`src/rtl/mdm_pkg.sv`:
```
// Package for the magnitude to density mapper.
// Holds codes, controller states, micro-ops and the command/status structs.
// No dependencies.
package mdm_pkg;

    localparam int DENS_W = 24;
    localparam int CMD_W  = 2;

    localparam logic [CMD_W-1:0] CMD_CLEAR = 2'd0;
    localparam logic [CMD_W-1:0] CMD_ACCUM = 2'd1;
    localparam logic [CMD_W-1:0] CMD_MAP   = 2'd2;

    localparam logic [1:0] MODE_LIN  = 2'd0;
    localparam logic [1:0] MODE_POLY = 2'd1;
    localparam logic [1:0] MODE_SIG  = 2'd2;

    localparam logic [1:0] REG_MODE  = 2'd0;
    localparam logic [1:0] REG_PEAK  = 2'd1;
    localparam logic [1:0] REG_FLOOR = 2'd2;

    localparam logic [1:0]        MODE_RESET  = MODE_POLY;
    localparam logic [DENS_W-1:0] PEAK_RESET  = 24'd12288000;
    localparam logic [DENS_W-1:0] FLOOR_RESET = 24'd410;

    typedef enum logic [4:0] {
        MOP_NONE,
        MOP_LATCH,
        MOP_CLEAR,
        MOP_ACCUM,
        MOP_PREP,
        MOP_DIV_LIN,
        MOP_DIV_MID,
        MOP_DIV_UP,
        MOP_MUL_UU,
        MOP_MUL_U3,
        MOP_MUL_F,
        MOP_MUL_POS,
        MOP_MUL_INTERP,
        MOP_MUL_BLEND_POLY,
        MOP_MUL_BLEND_SIG,
        MOP_MUL_W2,
        MOP_MUL_DROP,
        MOP_RES_LIN,
        MOP_RES_BLEND,
        MOP_RES_DROP,
        MOP_RES_FLOOR,
        MOP_RES_PEAK,
        MOP_RES_ZERO,
        MOP_RES_DEGEN,
        MOP_OUT
    } mop_t;

    typedef enum logic [4:0] {
        ST_IDLE,
        ST_DECODE,
        ST_BRANCH,
        ST_DIV_LIN,
        ST_LIN_RES,
        ST_DIV_MID,
        ST_POLY_U2,
        ST_POLY_U3,
        ST_POLY_F,
        ST_POLY_BLEND,
        ST_SIG_POS,
        ST_SIG_INTERP,
        ST_SIG_BLEND,
        ST_BLEND_RES,
        ST_DIV_UP,
        ST_UP_W2,
        ST_UP_DROP,
        ST_UP_RES,
        ST_OUT
    } state_t;

    typedef struct packed {
        mop_t op;
    } dp_cmd_t;

    typedef struct packed {
        logic [CMD_W-1:0] cmd;
        logic [1:0]       mode;
        logic             degen;
        logic             low;
        logic             mid;
        logic             up_zero;
        logic             div_busy;
        logic             out_free;
    } dp_stat_t;

endpackage

```
`src/rtl/mdm_controller.sv`:
```
// Controller state machine: sequences micro-ops for one request at a time.
// Depends on mdm_pkg.
module mdm_controller
    import mdm_pkg::*;
(
    input  logic     aclk,
    input  logic     aresetn,
    input  logic     s_tvalid,
    output logic     s_tready,
    input  dp_stat_t stat,
    output dp_cmd_t  cmd
);
    state_t state_reg, state_next;

    always_ff @(posedge aclk) begin
        if (!aresetn) state_reg <= ST_IDLE;
        else state_reg <= state_next;
    end

    always_comb begin
        state_next = state_reg;
        cmd.op     = MOP_NONE;
        s_tready   = 1'b0;
        unique case (state_reg)
            ST_IDLE: begin
                s_tready = aresetn;
                if (s_tvalid) begin
                    cmd.op     = MOP_LATCH;
                    state_next = ST_DECODE;
                end
            end
            ST_DECODE: begin
                state_next = ST_IDLE;
                unique case (stat.cmd)
                    CMD_CLEAR: cmd.op = MOP_CLEAR;
                    CMD_ACCUM: cmd.op = MOP_ACCUM;
                    CMD_MAP: begin
                        if (stat.degen) begin
                            cmd.op     = MOP_RES_DEGEN;
                            state_next = ST_OUT;
                        end else begin
                            cmd.op     = MOP_PREP;
                            state_next = ST_BRANCH;
                        end
                    end
                    default: ;
                endcase
            end
            ST_BRANCH: begin
                if (stat.mode == MODE_LIN) begin
                    cmd.op     = MOP_DIV_LIN;
                    state_next = ST_DIV_LIN;
                end else if (stat.low) begin
                    cmd.op     = MOP_RES_FLOOR;
                    state_next = ST_OUT;
                end else if (stat.mid) begin
                    cmd.op     = MOP_DIV_MID;
                    state_next = ST_DIV_MID;
                end else if (stat.mode == MODE_SIG) begin
                    cmd.op     = MOP_RES_PEAK;
                    state_next = ST_OUT;
                end else if (stat.up_zero) begin
                    cmd.op     = MOP_RES_ZERO;
                    state_next = ST_OUT;
                end else begin
                    cmd.op     = MOP_DIV_UP;
                    state_next = ST_DIV_UP;
                end
            end
            ST_DIV_LIN: if (!stat.div_busy) state_next = ST_LIN_RES;
            ST_LIN_RES: begin
                cmd.op     = MOP_RES_LIN;
                state_next = ST_OUT;
            end
            ST_DIV_MID: begin
                if (!stat.div_busy) begin
                    state_next = (stat.mode == MODE_SIG) ? ST_SIG_POS : ST_POLY_U2;
                end
            end
            ST_POLY_U2: begin
                cmd.op     = MOP_MUL_UU;
                state_next = ST_POLY_U3;
            end
            ST_POLY_U3: begin
                cmd.op     = MOP_MUL_U3;
                state_next = ST_POLY_F;
            end
            ST_POLY_F: begin
                cmd.op     = MOP_MUL_F;
                state_next = ST_POLY_BLEND;
            end
            ST_POLY_BLEND: begin
                cmd.op     = MOP_MUL_BLEND_POLY;
                state_next = ST_BLEND_RES;
            end
            ST_SIG_POS: begin
                cmd.op     = MOP_MUL_POS;
                state_next = ST_SIG_INTERP;
            end
            ST_SIG_INTERP: begin
                cmd.op     = MOP_MUL_INTERP;
                state_next = ST_SIG_BLEND;
            end
            ST_SIG_BLEND: begin
                cmd.op     = MOP_MUL_BLEND_SIG;
                state_next = ST_BLEND_RES;
            end
            ST_BLEND_RES: begin
                cmd.op     = MOP_RES_BLEND;
                state_next = ST_OUT;
            end
            ST_DIV_UP: if (!stat.div_busy) state_next = ST_UP_W2;
            ST_UP_W2: begin
                cmd.op     = MOP_MUL_W2;
                state_next = ST_UP_DROP;
            end
            ST_UP_DROP: begin
                cmd.op     = MOP_MUL_DROP;
                state_next = ST_UP_RES;
            end
            ST_UP_RES: begin
                cmd.op     = MOP_RES_DROP;
                state_next = ST_OUT;
            end
            ST_OUT: begin
                if (stat.out_free) begin
                    cmd.op     = MOP_OUT;
                    state_next = ST_IDLE;
                end
            end
            default: state_next = ST_IDLE;
        endcase
    end

endmodule
```
`config.mk`:
```
export PLATFORM = sky130hd
export DESIGN_NAME = mdm_controller
export DESIGN_NICKNAME = d
export VERILOG_FILES = /design/src/rtl/mdm_pkg.sv /design/src/rtl/mdm_controller.sv
export SDC_FILE = /design/constraint.sdc
export NUM_CORES = 1
export LEC_CHECK = 0
export BUFFER_PORTS_ARGS = -buffer_cell sky130_fd_sc_hd__buf_4
export CAP_MARGIN = 20
export CORE_MARGIN = 2
export CORE_UTILIZATION = 60
export CTS_BUF_LIST = sky130_fd_sc_hd__clkbuf_4 sky130_fd_sc_hd__clkbuf_8
export DETAILED_ROUTE_END_ITERATION = 10
export PLACE_DENSITY_LB_ADDON = 0.2
export SETUP_SLACK_MARGIN = 0.4
export SKIP_CTS_REPAIR_TIMING = 1
export SLEW_MARGIN = 0
export SYNTH_ARGS = -nofsm -noshare
export SYNTH_HDL_FRONTEND = slang
export SYNTH_SLANG_ARGS = --single-unit
```
`constraint.sdc`:
```
create_clock -name aclk -period 3.4 [get_ports aclk]
set_clock_uncertainty 0.05 [all_clocks]
set_input_delay 1.02 -clock aclk [delete_from_list [all_inputs] [get_ports aclk]]
set_output_delay 1.02 -clock aclk [all_outputs]
set_load 0.02 [all_outputs]
```
; After elaboration in Yosys (flattened, before gate mapping)
; Cells that the tools add are included.
[op_classes]
reduce_logical = 6
muxes = 25
n_eq_ne = 26
[op_table]
columns = cell, n
row1 = case mux 5 bit (16 select lines), 2
row2 = 2-to-1 mux 5 bit, 19
row3 = "equality test 5 x 4 -> 1 bit, second input constant", 8
row4 = "equality test 5 x 3 -> 1 bit, second input constant", 4
row5 = "equality test 5 bit, second input constant", 3
row6 = case mux 5 bit (3 select lines), 1
row7 = "equality test 5 x 2 -> 1 bit, second input constant", 2
row8 = "!= test 2 bit, second input constant", 5
row9 = "equality test 5 x 1 -> 1 bit, second input constant", 1
row10 = zero test 5 bit, 1
row11 = AND reduction 5 bit, 1
row12 = "equality test 2 bit, second input constant", 2
row13 = zero test 2 bit, 2
row14 = 2-to-1 mux 4 bit, 1
row15 = OR reduction 3 bit, 1
row16 = "equality test 2 x 1 -> 1 bit, second input constant", 1
row17 = 2-to-1 mux 1 bit, 2
row18 = OR reduction 2 bit, 1
[totals]
ff_bits = 5
in_bits = 13
word_cells = 58
output_inout_bits = 6

; Depth between registers and ports, before layout
[depth]
word_depth = 6
mapped_depth = 7
depth_no_buf = 5

; Least setup slack after synthesis
; Ideal clock, no wire load.
[synth_timing]
kind = input to output
from = input stat[4] (netlist name)
to = output cmd[1] (netlist name)
stages = 2
arrival_ns = 2.058
setup_slack_ns = 0.272
required_time_ns = 2.330
path_buffers = 1
cell_sequence = clkbuf_1 -> o311ai_0
[synth_rtl]
columns = item, line
row1 = start: declaration, mdm_controller.sv:10  ; input dp_stat_t stat,
row2 = end: declaration, mdm_controller.sv:11  ; output dp_cmd_t cmd

==> results by group <==
Run status
  – Status: finished clean

Finish
  – Max FFs per register: 5
  – Share of cells above drive strength 1: a little over a third
  – FF/Latch Area: approximately 110 um^2
  – Multi-input gate area: ~760 um^2
  – Final #Nets: around 170
  – Non-filler cells in the finished layout: roughly 170
  – Ant diodes: 0
  – Fill cells: 75
  – Area Growth Syn to Fin: 33.58%

Synthesis
  – Net Count, Synth: between 100 and 150
  – Mapped Avg Cell Area: about 6.4 um^2
  – Post-Syn Instances: 133
  – Synth area leaders: dfxtp_1 (12%), a21oi_1 (7.0%), nor2_1 (5.3%)
  – Post-synth top flop: dfxtp_1
  – Post-synth EDFFs: 0
  – FFs w/ async S/R, synth: 0%
  – Sequential fraction of the synthesis area: between 10% and 20%
  – Register bit total from synthesis: 5
  – Yosys cell types: 44
  – Synth warn: 0
  – Mapped cell area: between 800 and 900 um^2
  – Dominant cell type by area after synthesis: dfxtp_1
  – Post-synth top area share: about an eighth

Global route
  – Initial antenna violation count: 0
  – Largest net degree at the start of global routing: 22
  – Total GRT Usage: 29.17%
  – First-pass GRT wire length: between 4 and 5 mm
  – GR Overflow Total: 0
  – Vias in the first global route: about 950

Clock network
  – Root Driver: clkbuf_4
  – Worst-Skew Late Latency: between 200 and 300 ps
  – Clock slew at reported path FFs: about 50 ps
  – CTS buffer count: 3
  – Clock H-tree levels: 1
  – Clock sink count: 5
  – Clk buf depth: 2
  – CTS tree: built

Pwr
  – VDD IR-drop max: approximately 430 uV
  – Power share of the combinational group: 61.1%
  – Leakage power: 0.4689 nW
  – Int Pwr: roughly 230 uW
  – Switching pwr: ~200 uW
  – Clk pwr share: between 15 and 20%
  – Power per cell area: between 300 and 400 nW/um^2
  – Switching share of power: 45.73%
  – Reg power frac: a little over a fifth

Worst setup path
  – Crit path DAT: ~1900 ps
  – Worst EP required: around 2300 ps
  – Crit path kind: input pin to output port
  – CP max FO: 3
  – CP endpoint kind: output port
  – Critical Path Start Type: input pin

Timing
  – Final WS setup: 397.8 ps
  – Final period util: between 80 and 90%
  – Fin crit period: roughly 3000 ps
  – Finish-stage setup viols: 0
  – Fin Setup TNS: 0 ps
  – Rel. slew slack: 71.29%
  – Max-slew violations: 0
  – Least-Margin Pin Slew: ~430 ps
  – Final hold viol count: 0
  – RSZ-0062 raised after global routing: true
  – Fmax achieved: approximately 0.33 GHz

Floorplanning
  – Chip height: approximately 42 um
  – Die width: 41.80 um
  – Die area: approximately 1700 um^2
  – Ports: 19
  – Core area: roughly 1300 um^2
  – Initial Utilization: between 60% and 70%
  – Row Count: 13

Place
  – RePlAce Congestion: ~0.94
  – Post-Place Cells: 161
  – Pre-CTS setup slack: ~200 ps
  – Port Buf Inserts: 18
  – Post-detail-place hpwl: between 1.5 and 2 mm

Detailed routing
  – Routed WL per cell: about 17 um
  – Vias: 1135
  – # DRC: 0
  – Final wirelength: 2.907 mm
  – Drt first pass iters: 6
  – Post-DR vias/cell: roughly 6.8
  – Number of DRC markers in iteration 0: 65
  – Post-route ant nets: 0

Min path
  – Worst Hold Class: register to register

Job
  – Max_cap viols: 0
final timing paths:
path | from | end | slack [ps] | cells past startpoint
setup / recovery | stat[8] | cmd[1] | 400 | 7
hold / removal | state_reg[2] | state_reg[2] | 580 | 2
setup reg to reg | state_reg[4] | state_reg[1] | 1500 | 5
hold reg to reg | state_reg[2] | state_reg[2] | 580 | 2
worst max-delay path, stage by stage:
cell,delay (ps)
buf_4,100
nand2b_4,120
a21oi_2,50
mux2_4,270
nand2_2,90
o311ai_2,100
buf_4,180
area by class of cell:
| type | count | area share, % |
|---|---|---|
| flip-flops and latches | 5 | 9.290 |
| clock buffers | 3 | 1.967 |
| multi-input cells | 110 | 66.67 |
| inverters | 7 | 2.295 |
| repair buffers | 26 | 17.70 |
| well taps | 15 | 1.639 |
| clock inverters | 1 | 0.4372 |
cells in the final DEF (no fill, tap or decap), types with 5 or more instances in the layout:
cell type	n
nand2_1	10
o22ai_1	7
inv_1	7
dfxtp_2	5
o21ai_0	5
a21oi_1	10
nor2_1	11
nor2b_1	5
buf_4	24
cell usage after synthesis, types with 4 or more instances:
cell      instances
nor3_1            4
nor2b_1           7
nand2b_1          4
buf_2             5
o21ai_0           7
o22ai_1           7
a21oi_1          12
and3_1            4
dfxtp_1           5
inv_1             7
nand2_1          11
nor2_1           12
per-stage QoR:
step | power (mW) | hold WS (ps) | cell area [um^2] | util, %
3_3_place_gp | 0.3109 | 682.6 | 1005 | 76.26
4_1_cts | 0.3898 | 689.0 | 1032 | 78.35
6_report | 0.4314 | 576.0 | 1145 | 86.89
2_1_floorplan | 0.2384 | 597.5 | 857.1 | -
3_5_place_dp | 0.3172 | 686.8 | 1005 | 76.26
5_1_grt | 0.4527 | 615.1 | 1145 | 86.89
power groups by stage:
stage | clock (mW) | sequential, mW | combinational (mW)
after CTS | 0.0731 | 0.0912 | 0.226
final | 0.0731 | 0.0946 | 0.264
after global placement | 0 | 0.0915 | 0.219
after detailed placement | 0 | 0.0925 | 0.225
after floorplan | 0 | 0.0693 | 0.169
after global routing | 0.0764 | 0.0967 | 0.280
kinds of logic (layout without fill, tap and decap cells):
kind of cell | Yosys count | after routing | synth area share (%)
flip-flops | 5 | 5 | 11.68
buffers and inverters | 18 | 37 | 9.052
AND/OR/NAND/NOR | 57 | 57 | 35.18
multiplexers | 3 | 3 | 3.650
AO/OA/AOI/OAI | 48 | 48 | 38.40
XOR/XNOR | 2 | 2 | 2.044
routing by layer:
layer,GRT usage [%],vias up,wire [um]
li1,-,528,-
met1,37.31,527,1177
met2,47.81,60,1402
met3,3.913,20,195
met4,13.55,0,131
met5,0,-,0
No activity file was read; power rests on OpenSTA's default activity.
